[config.mk]
export PLATFORM = sky130hd
export DESIGN_NAME = rv32i_instruction_decoder
export DESIGN_NICKNAME = d
export VERILOG_FILES = /design/src/hdl/rvid_pkg.sv /design/src/hdl/rvid_decode.sv /design/src/hdl/rv32i_instruction_decoder.sv
export VERILOG_INCLUDE_DIRS = /design/src /design/src/hdl
export SDC_FILE = /design/constraint.sdc
export NUM_CORES = 1
export LEC_CHECK = 0
export BUFFER_PORTS_ARGS = -buffer_cell sky130_fd_sc_hd__buf_2
export CORE_MARGIN = 2
export CORE_UTILIZATION = 32
export DETAILED_ROUTE_END_ITERATION = 12
export GPL_TIMING_DRIVEN = 0
export PLACE_DENSITY = 0.61
export SLEW_MARGIN = 20
export SYNTH_ARGS = -nofsm -noshare
export SYNTH_HDL_FRONTEND = slang
export SYNTH_SLANG_ARGS = --single-unit
export TNS_END_PERCENT = 5
[constraint.sdc]
create_clock -name clk -period 17.13 [get_ports clk]
set_clock_uncertainty 0.05 [all_clocks]
set_input_delay 0.8565 -clock clk [delete_from_list [all_inputs] [get_ports clk]]
set_output_delay 0.8565 -clock clk [all_outputs]
set_load 0.03 [all_outputs]
[src/hdl/rv32i_instruction_decoder_assert.svh]
// Assertion macros for the RV32I instruction decoder.
// Included by the top level; needs no package.
`ifndef RV32I_INSTRUCTION_DECODER_ASSERT_SVH
`define RV32I_INSTRUCTION_DECODER_ASSERT_SVH

// same-cycle implication
`define RVID_ASSERT_NOW(label, clk, rst, ante, cons, msg) \
  label: assert property (@(posedge clk) disable iff (rst) (ante) |-> (cons)) \
    else $error(msg);

// next-cycle implication
`define RVID_ASSERT_NEXT(label, clk, rst, ante, cons, msg) \
  label: assert property (@(posedge clk) disable iff (rst) (ante) |=> (cons)) \
    else $error(msg);

`endif

[src/hdl/rvid_pkg.sv]
// Shared types and codes for the RV32I instruction decoder.
// No dependencies.
package rvid_pkg;

  localparam logic [6:0] OP_LUI    = 7'h37;
  localparam logic [6:0] OP_AUIPC  = 7'h17;
  localparam logic [6:0] OP_JAL    = 7'h6f;
  localparam logic [6:0] OP_JALR   = 7'h67;
  localparam logic [6:0] OP_BRANCH = 7'h63;
  localparam logic [6:0] OP_LOAD   = 7'h03;
  localparam logic [6:0] OP_STORE  = 7'h23;
  localparam logic [6:0] OP_ALUI   = 7'h13;
  localparam logic [6:0] OP_ALUR   = 7'h33;
  localparam logic [6:0] OP_SYSTEM = 7'h73;

  localparam logic [6:0] F7_BASE = 7'h00;
  localparam logic [6:0] F7_ALT  = 7'h20;

  localparam logic [31:0] WORD_ECALL  = 32'h0000_0073;
  localparam logic [31:0] WORD_EBREAK = 32'h0010_0073;

  typedef enum logic [5:0] {
    ID_ILLEGAL = 6'd0,
    ID_LUI = 6'd1, ID_AUIPC = 6'd2, ID_JAL = 6'd3, ID_JALR = 6'd4,
    ID_BEQ = 6'd5, ID_BNE = 6'd6, ID_BLT = 6'd7, ID_BGE = 6'd8,
    ID_BLTU = 6'd9, ID_BGEU = 6'd10,
    ID_LB = 6'd11, ID_LH = 6'd12, ID_LW = 6'd13, ID_LBU = 6'd14, ID_LHU = 6'd15,
    ID_SB = 6'd16, ID_SH = 6'd17, ID_SW = 6'd18,
    ID_ADDI = 6'd19, ID_SLTI = 6'd20, ID_SLTIU = 6'd21, ID_XORI = 6'd22,
    ID_ORI = 6'd23, ID_ANDI = 6'd24,
    ID_SLLI = 6'd25, ID_SRLI = 6'd26, ID_SRAI = 6'd27,
    ID_ADD = 6'd28, ID_SUB = 6'd29, ID_SLL = 6'd30, ID_SLT = 6'd31,
    ID_SLTU = 6'd32, ID_XOR = 6'd33, ID_SRL = 6'd34, ID_SRA = 6'd35,
    ID_OR = 6'd36, ID_AND = 6'd37,
    ID_ECALL = 6'd38, ID_EBREAK = 6'd39,
    ID_CSRRW = 6'd40, ID_CSRRS = 6'd41, ID_CSRRC = 6'd42,
    ID_CSRRWI = 6'd43, ID_CSRRSI = 6'd44, ID_CSRRCI = 6'd45
  } instr_id_t;

  typedef enum logic [2:0] {
    FMT_NONE = 3'd0,
    FMT_I    = 3'd1,
    FMT_S    = 3'd2,
    FMT_B    = 3'd3,
    FMT_U    = 3'd4,
    FMT_J    = 3'd5,
    FMT_SH   = 3'd6
  } fmt_t;

  typedef struct packed {
    logic        legal;
    instr_id_t   instr_id;
    logic [4:0]  dest_reg;
    logic [4:0]  src_reg_a;
    logic [4:0]  src_reg_b;
    logic [31:0] immediate;
    logic [11:0] csr_number;
    logic [31:0] target_address;
  } result_t;

endpackage

[src/hdl/rvid_decode.sv]
// Combinational decode of one RV32I word into identity, fields and target.
// Depends on rvid_pkg.
module rvid_decode import rvid_pkg::*; (
  input  logic [31:0] instruction,
  input  logic [31:0] fetch_address,
  output result_t     result
);

  logic [6:0]  opcode;
  logic [2:0]  f3;
  logic [6:0]  f7;
  instr_id_t   id;
  fmt_t        fmt;
  logic        has_target;
  logic        is_csr;
  logic [31:0] imm;

  assign opcode = instruction[6:0];
  assign f3     = instruction[14:12];
  assign f7     = instruction[31:25];

  always_comb begin
    id         = ID_ILLEGAL;
    fmt        = FMT_NONE;
    has_target = 1'b0;
    is_csr     = 1'b0;
    case (opcode)
      OP_LUI: begin
        id  = ID_LUI;
        fmt = FMT_U;
      end
      OP_AUIPC: begin
        id  = ID_AUIPC;
        fmt = FMT_U;
      end
      OP_JAL: begin
        id         = ID_JAL;
        fmt        = FMT_J;
        has_target = 1'b1;
      end
      OP_JALR: begin
        id  = ID_JALR;
        fmt = FMT_I;
      end
      OP_BRANCH: begin
        fmt        = FMT_B;
        has_target = 1'b1;
        case (f3)
          3'd0:    id = ID_BEQ;
          3'd1:    id = ID_BNE;
          3'd4:    id = ID_BLT;
          3'd5:    id = ID_BGE;
          3'd6:    id = ID_BLTU;
          3'd7:    id = ID_BGEU;
          default: id = ID_ILLEGAL;
        endcase
      end
      OP_LOAD: begin
        fmt = FMT_I;
        case (f3)
          3'd0:    id = ID_LB;
          3'd1:    id = ID_LH;
          3'd2:    id = ID_LW;
          3'd4:    id = ID_LBU;
          3'd5:    id = ID_LHU;
          default: id = ID_ILLEGAL;
        endcase
      end
      OP_STORE: begin
        fmt = FMT_S;
        case (f3)
          3'd0:    id = ID_SB;
          3'd1:    id = ID_SH;
          3'd2:    id = ID_SW;
          default: id = ID_ILLEGAL;
        endcase
      end
      OP_ALUI: begin
        fmt = (f3 inside {3'd1, 3'd5}) ? FMT_SH : FMT_I;
        case (f3)
          3'd0: id = ID_ADDI;
          3'd1: id = ID_SLLI;  // funct7 not checked
          3'd2: id = ID_SLTI;
          3'd3: id = ID_SLTIU;
          3'd4: id = ID_XORI;
          3'd5: begin
            if (f7 == F7_BASE)     id = ID_SRLI;
            else if (f7 == F7_ALT) id = ID_SRAI;
            else                   id = ID_ILLEGAL;
          end
          3'd6:    id = ID_ORI;
          default: id = ID_ANDI;
        endcase
      end
      OP_ALUR: begin
        case (f3)
          3'd0: begin
            if (f7 == F7_BASE)     id = ID_ADD;
            else if (f7 == F7_ALT) id = ID_SUB;
            else                   id = ID_ILLEGAL;
          end
          3'd1: id = ID_SLL;
          3'd2: id = ID_SLT;
          3'd3: id = ID_SLTU;
          3'd4: id = ID_XOR;
          3'd5: begin
            if (f7 == F7_BASE)     id = ID_SRL;
            else if (f7 == F7_ALT) id = ID_SRA;
            else                   id = ID_ILLEGAL;
          end
          3'd6:    id = ID_OR;
          default: id = ID_AND;
        endcase
      end
      OP_SYSTEM: begin
        case (f3)
          3'd0: begin
            if (instruction == WORD_ECALL)       id = ID_ECALL;
            else if (instruction == WORD_EBREAK) id = ID_EBREAK;
            else                                 id = ID_ILLEGAL;
          end
          3'd1:    id = ID_CSRRW;
          3'd2:    id = ID_CSRRS;
          3'd3:    id = ID_CSRRC;
          3'd5:    id = ID_CSRRWI;
          3'd6:    id = ID_CSRRSI;
          3'd7:    id = ID_CSRRCI;
          default: id = ID_ILLEGAL;
        endcase
        is_csr = (f3 != 3'd0) && (f3 != 3'd4);
      end
      default: id = ID_ILLEGAL;
    endcase
  end

  always_comb begin
    case (fmt)
      FMT_I:   imm = {{20{instruction[31]}}, instruction[31:20]};
      FMT_S:   imm = {{20{instruction[31]}}, instruction[31:25], instruction[11:7]};
      FMT_B:   imm = {{20{instruction[31]}}, instruction[7], instruction[30:25],
                      instruction[11:8], 1'b0};
      FMT_U:   imm = {instruction[31:12], 12'h000};
      FMT_J:   imm = {{12{instruction[31]}}, instruction[19:12], instruction[20],
                      instruction[30:21], 1'b0};
      FMT_SH:  imm = {27'd0, instruction[24:20]};
      default: imm = 32'd0;
    endcase
  end

  always_comb begin
    result = '0;
    if (id != ID_ILLEGAL) begin
      result.legal          = 1'b1;
      result.instr_id       = id;
      result.dest_reg       = instruction[11:7];
      result.src_reg_a      = instruction[19:15];
      result.src_reg_b      = instruction[24:20];
      result.immediate      = imm;
      result.csr_number     = is_csr ? instruction[31:20] : 12'd0;
      result.target_address = has_target ? (fetch_address + imm) : 32'd0;
    end
  end

endmodule

[src/hdl/rv32i_instruction_decoder.sv]
// Top level of the RV32I instruction decoder: input register, decode, result register.
// Depends on rvid_pkg, rvid_decode and rv32i_instruction_decoder_assert.svh.
//
//   channel | handshake          | payload
//   --------+--------------------+-----------------------------------------------
//   in      | in_valid/in_ready  | instruction, fetch_address
//   out     | out_valid/out_ready| legal, instr_id, dest_reg, src_reg_a, src_reg_b,
//           |                    | immediate, csr_number, target_address
//
// One word per cycle while out_ready is high; a word passes input register, then result register.
// Decode and the 32-bit target add sit between the two registers.
// A stall on out backs up through the two stages; in_ready drops only when both are full.
// rst is synchronous and clears the stage valid bits only.
`include "rv32i_instruction_decoder_assert.svh"

module rv32i_instruction_decoder import rvid_pkg::*; (
  input  logic               clk,
  input  logic               rst,
  input  logic               in_valid,
  output logic               in_ready,
  input  logic [31:0]        instruction,
  input  logic [31:0]        fetch_address,
  output logic               out_valid,
  input  logic               out_ready,
  output logic               legal,
  output logic [5:0]         instr_id,
  output logic [4:0]         dest_reg,
  output logic [4:0]         src_reg_a,
  output logic [4:0]         src_reg_b,
  output logic signed [31:0] immediate,
  output logic [11:0]        csr_number,
  output logic [31:0]        target_address
);

  logic        s1_valid;
  logic [31:0] s1_instr;
  logic [31:0] s1_addr;
  logic        s2_valid;
  result_t     s2_result;
  result_t     dec_result;
  logic        s2_load;
  logic        s1_load;

  assign s2_load  = s1_valid && (!s2_valid || out_ready);
  assign in_ready = !s1_valid || s2_load;
  assign s1_load  = in_valid && in_ready;

  always_ff @(posedge clk) begin
    if (rst) begin
      s1_valid <= 1'b0;
    end else if (in_ready) begin
      s1_valid <= in_valid;
    end
    if (s1_load) begin
      s1_instr <= instruction;
      s1_addr  <= fetch_address;
    end
  end

  rvid_decode u_decode (
    .instruction   (s1_instr),
    .fetch_address (s1_addr),
    .result        (dec_result)
  );

  always_ff @(posedge clk) begin
    if (rst) begin
      s2_valid <= 1'b0;
    end else if (!s2_valid || out_ready) begin
      s2_valid <= s1_valid;
    end
    if (s2_load) begin
      s2_result <= dec_result;
    end
  end

  assign out_valid      = s2_valid;
  assign legal          = s2_result.legal;
  assign instr_id       = s2_result.instr_id;
  assign dest_reg       = s2_result.dest_reg;
  assign src_reg_a      = s2_result.src_reg_a;
  assign src_reg_b      = s2_result.src_reg_b;
  assign immediate      = $signed(s2_result.immediate);
  assign csr_number     = s2_result.csr_number;
  assign target_address = s2_result.target_address;

  `RVID_ASSERT_NOW(a_illegal_zero, clk, rst,
    out_valid && !legal,
    instr_id == 6'd0 && immediate == 32'sd0 && target_address == 32'd0
      && csr_number == 12'd0,
    "illegal word with nonzero result fields")

  `RVID_ASSERT_NOW(a_legal_has_id, clk, rst,
    out_valid && legal, instr_id != 6'd0,
    "legal word without identity")

  `RVID_ASSERT_NEXT(a_stage_advance, clk, rst,
    s2_load, s2_valid,
    "decoded word not captured in result register")

  `RVID_ASSERT_NOW(a_no_drop, clk, rst,
    s1_valid && !s2_load, !in_ready,
    "input accepted while stage one held a word")

endmodule

Yosys cells after proc, flatten, opt, wreduce, memory -nomap -nowiden --
Index checks and enable logic that the tools add are counted.
Operators by class: add/subtract/negate cells 1, equality and inequality tests 27, mux-type cells 23, reduce and logical (&&, ||, !) cells 17
Operator list (count):
- 32-bit case mux with 6 select lines | 1
- 6-bit case mux with 7 select lines | 3
- 98-bit 2-to-1 mux | 1
- 6-bit case mux with 10 select lines | 1
- 6-bit 2-to-1 mux | 6
- 32-bit adder | 1
- 32-bit by 21-bit == test with 1-bit output, second input constant | 1
- 32-bit by 7-bit == test with 1-bit output, second input constant | 1
- 32-bit 2-to-1 mux | 1
- 7-bit by 6-bit == test with 1-bit output, second input constant | 4
- 7-bit == test, second input constant | 4
- 4-bit case mux with 6 select lines | 1
- 3-bit == test, second input constant | 7
- 4-bit case mux with 5 select lines | 1
- 3-bit case mux with 6 select lines | 1
- 5-bit case mux with 3 select lines | 1
- 7-bit by 5-bit == test with 1-bit output, second input constant | 2
- 3-bit by 2-bit == test with 1-bit output, second input constant | 4
- 12-bit 2-to-1 mux | 1
- 5-bit 2-to-1 mux | 2
- 7-bit by 2-bit == test with 1-bit output, second input constant | 1
- 7-bit zero test | 1
- 3-bit by 1-bit == test with 1-bit output, second input constant | 2
- 6-bit nonzero test | 1
- other kinds (11) | 19
Word-level totals: register bits 164, input port bits 68, output and inout bits 100, word-level logic and storage cells 80

Depth between registers and ports, before layout --
depth after elaboration 9, gate-level depth with buffers 19, gate-level depth less buffers 16

By module --
From an unflattened synthesis, not the netlist that was laid out.
Unflattened totals: cells, all modules 874, area, all modules 9290.2 um2
By module, submodules not included:
- rv32i_instruction_decoder | times used 1, cells each 172, area an instance 4968.5 um2, seq. area each 4904.7 um2
- rvid_decode | times used 1, cells each 702, area an instance 4321.6 um2, seq. area each 0.0 um2

Worst setup path after synthesis --
Ideal clock, no wire load.
path type in2reg, start input port out_ready, end register s2_result, in the netlist csr_number[0], enable pin, data arrival time 5277 ps, required time 16513 ps, slack 11236 ps, stages on the path 2, buffers on the path 0, cells stage by stage nor2b_1 nor2b_1
On the way: longest elaborated chain between the ends 2
Ends and longest elaborated chain:
- start, declared | RTL line rv32i_instruction_decoder.sv:24 | input logic out_ready,
- 1-bit logical OR | RTL line rv32i_instruction_decoder.sv:44 | assign s2_load = s1_valid && (!s2_valid || out_ready);
- 1-bit logical AND | RTL line rv32i_instruction_decoder.sv:44
- net s2_load | RTL line rv32i_instruction_decoder.sv:41 | logic s2_load;
- end signal, assigned | RTL line rv32i_instruction_decoder.sv:73 | s2_result <= dec_result;
- end, declared | RTL line rv32i_instruction_decoder.sv:39 | result_t s2_result;
The timed path passes the listed nets, and every way through them passes these cells. A chain may end at the register's enable or synchronous reset.

Final worst setup path --
start register s1_instr[6], end register s2_result, in the netlist target_address[26], data pin
RTL lines:
- start, declared | RTL line rv32i_instruction_decoder.sv:36 | logic [31:0] s1_instr;
- start signal, assigned | RTL line rv32i_instruction_decoder.sv:55 | s1_instr <= instruction;
- 7-bit == test (tied with other cells) | RTL line rvid_decode.sv:27 | case (opcode)
- 2-bit OR reduction (no line)
- 3-bit case mux with 6 select lines (*) | RTL line rvid_decode.sv:27
- 3-bit == test (tied with other cells) | RTL line rvid_decode.sv:137 | case (fmt)
- 32-bit case mux with 6 select lines (*) | RTL line rvid_decode.sv:137
- net u_decode.imm[5] | RTL line rvid_decode.sv:16 | logic [31:0] imm;
- 32-bit adder (*) | RTL line rvid_decode.sv:160 | result.target_address = has_target ? (fetch_address + imm) : 32'd0;
Mark *: on every way through the listed nets, which the timed path passes. The rest lies on a longest branch.

==> impl_metrics.csv <==
group,metric,value,unit
global_routing,grt_max_degree,43,
clocking,clock_latency,0.43,ns
route,top_layer,"met4",
floorplanning,rows,58,
critical_path,critPathMaxStageDelay,0.72,ns
finish,fillers,2418,
floorplanning,start_util,32.57,%
timing,clock.fmax,176.3,MHz
timing,tightest_slew,0.9138,ns
min_path,hold_path_class,"flip-flop to flip-flop",
global_routing,overflow,0,
timing,relSlewSlack,39.08,%
pwr,ir_drop,0.00004549,V
critical_path,reg2reg_depth,16,
finish,area_growth,24.39,%
finish,regArea,0.004905,mm²
critical_path,crit_chain,"buf_2 > clkbuf_1 > nand3_1 > a21boi_0 > o21ai_0 > clkbuf_1 > and2_1 > ha_1 > a2111o_1 > o221ai_1 > o221ai_1 > o41ai_1 > o21ai_1 > a41oi_1 > xor2_1 > nor2_1",
timing,rsz0062_at_grt,"false",
synth,synthCells,672,
synth,syn_area,0.008202,mm²
timing,finalHoldViolCount,0,
route,wl_per_cell,18.84,µm
route,ant_nets,0,
global_routing,track_usage,17.10,%
timing,period_share,33.12,%
placement,dp_hpwl,17200,µm
route,viasPerCell,4.983,
clocking,cts_root_buf,"clkbuf_16",
floorplanning,die_w,164.1,µm
timing,setup_viol,0,
route,wl_met2,10730,µm
critical_path,slowest_stage,"o41ai_1",
clocking,htree_levels,4,
synth,synth_top_flop_cell,"edfxtp_1",
clocking,cts_tree,"yes",
critical_path,r2r_slack,11.46,ns
critical_path,critPathBufInv,3,
route,vias,6019,
pwr,p_total,997.0,µW
route,met1_length,10300,µm
pwr,leakagePower,0.004067,µW
placement,numPortBuffers,167,
route,drtIter0Drc,555,
timing,setup_ws,11.46,ns
placement,gp_congestion,0.9097,
timing,holdWs,0.4718,ns
floorplanning,core-area,0.02518,mm²
route,firstDrtPassIters,6,
synth,ys_seq_elements,164,
synth,ys_warn_count,0,
min_path,hold_start,"s1_valid$_SDFFE_PP0N_",
floorplanning,dieArea,0.02693,mm²
critical_path,path_delay_family,"compound AO/OA/AOI/OAI gates",
finish,utilization,40.51,%
min_path,min_to,"out_valid$_SDFFE_PP0P_",
route,drc,0,
finish,layout.nets,963,
clocking,clkTransAtPathRegs,0.07,ns
synth,yosysUniqueCellTypes,72,
clocking,cts_hold_buffers,0,
flow_run,max_cap_viol_count,0,
outcome,outcome,"completed",
finish,multiInputGateArea,0.003102,mm²
clocking,numCtsBuffers,17,
clocking,cts_setup_buffers,0,
critical_path,arrival,5.80,ns
global_routing,grt_pass1_wl,33590,µm
timing,period_needed,5.673,ns
pwr,power.density,97.72,mW/mm²
timing,slew_viol_final,0,
critical_path,reg2reg_to,"target_address[26]$_SDFFCE_PN0P_",
timing,setup_tns,0,ns
global_routing,antenna_found_initial,2,
synth,avgSynthCellArea,12.20,µm²
clocking,cts_resized,0,
critical_path,worstSetupPathType,"flip-flop to flip-flop",
synth,synth_edf_count,162,
critical_path,worstPathMaxFanout,10,
critical_path,critical_path.endpoint_type,"flip-flop",
critical_path,critPathLaunchType,"flip-flop",
synth,ys_async_sr_fraction,0,%
floorplanning,num_io_pins,168,
route,wl_met3,1130,µm
critical_path,reg2reg_from,"s1_instr[6]$_DFFE_PP_",
clocking,cts_num_sinks,164,
min_path,min_path_cells,2,
placement,post-place-ws,11.47,ns
synth,synthesis.nets,772,
synth,seq_area_frac_synth,59.80,%
floorplanning,die_y,164.1,µm
route,wl,22760,µm
critical_path,cp.required,17.26,ns
clocking,cts_buffer_depth,2,
global_routing,grt_pass1_vias,5683,
finish,drive_gt1_share,27.40,%
worst max path at each step:
stage	cells after the start	end	start	slack (ns)
global placement	3	target_address[13]$_SDFFCE_PN0P_	out_ready	8.91
global route	16	target_address[26]$_SDFFCE_PN0P_	s1_instr[6]$_DFFE_PP_	10.88
CTS	16	target_address[26]$_SDFFCE_PN0P_	s1_instr[6]$_DFFE_PP_	11.43
floorplan	2	csr_number[0]$_SDFFCE_PN0P_	out_ready	11.24
finish	16	target_address[26]$_SDFFCE_PN0P_	s1_instr[6]$_DFFE_PP_	11.46
detailed placement	16	target_address[26]$_SDFFCE_PN0P_	s1_instr[6]$_DFFE_PP_	11.47
cells by family (layout without fill, tap and decap cells):
kind of cell / count (synthesis) / after routing / synth area share (%)
simple gates: 252 / 252 / 16.99
other cells: 0 / 2 / 0
compound gates: 154 / 154 / 12.83
flops: 164 / 164 / 59.80
buf+inv: 43 / 247 / 2.502
xor+xnor: 26 / 26 / 2.777
mux: 1 / 1 / 0.1220
fa+ha+maj: 32 / 32 / 4.973
worst register-to-register path, cell delays in order (launching register included):
cell and delay [ns]:
edfxtp_1 0.42, buf_2 0.24, clkbuf_1 0.39, nand3_1 0.19, a21boi_0 0.16, o21ai_0 0.62
clkbuf_1 0.31, and2_1 0.22, ha_1 0.31, a2111o_1 0.39, o221ai_1 0.31, o221ai_1 0.25
o41ai_1 0.72, o21ai_1 0.28, a41oi_1 0.35, xor2_1 0.17, nor2_1 0.05
Yosys cell counts (9+ instances only):
master,n,share of area [%]
a21o_1,29,2.7
a21oi_1,36,2.2
and2_1,61,4.7
and3_1,10,0.76
buf_2,11,0.67
clkbuf_1,9,0.41
edfxtp_1,162,59
ha_1,31,4.7
inv_1,14,0.64
nand2_1,30,1.4
nand3_1,17,1.0
nor2_1,60,2.7
nor3_1,18,1.1
o21ai_0,20,1.2
xnor2_1,15,1.6
xor2_1,11,1.2
power by group:
group / switching (µW) / internal, µW / leakage (µW)
logic: 77.1 / 38.4 / 0.00225
registers: 12.3 / 464 / 0.00151
clock network: 171 / 234 / 0.000300
metrics by stage:
step,cell area [µm²],cells
2_1_floorplan,8202,672
4_1_cts,10200,1206
5_1_grt,10200,1207
3_5_place_dp,9575,1174
3_3_place_gp,9450,1169
6_report,10200,1208
metal layers:
layer,vias to the layer above,global-route usage [%]
li1,2932,-
met1,2863,23.12
met2,194,27.31
met3,30,3.510
met4,0,5.941
met5,-,0
final cells by class:
type / instances / share of cell area [%]
Sequential cell: 164 / 48.07
Tap cell: 330 / 4.047
Clock buffer: 17 / 4.170
Antenna cell: 2 / 0.04906
Timing Repair Buffer: 172 / 9.321
Multi-Input combinational cell: 465 / 30.40
Clock inverter: 15 / 1.925
Buffer: 28 / 1.459
Inverter: 15 / 0.5519
cell usage in the layout (no fill, tap or decap), types with 8 or more instances in the layout:
master,instances
a211oi_1,8
a21o_1,29
a21oi_1,36
and2_1,60
and3_1,10
buf_2,178
clkbuf_1,9
clkbuf_16,17
edfxtp_1,162
ha_1,31
inv_1,14
nand2_1,30
nand3_1,17
nor2_1,60
nor3_1,18
nor4_1,8
o21ai_0,20
xnor2_1,15
xor2_1,11
Power figures use the tool's default switching activity.
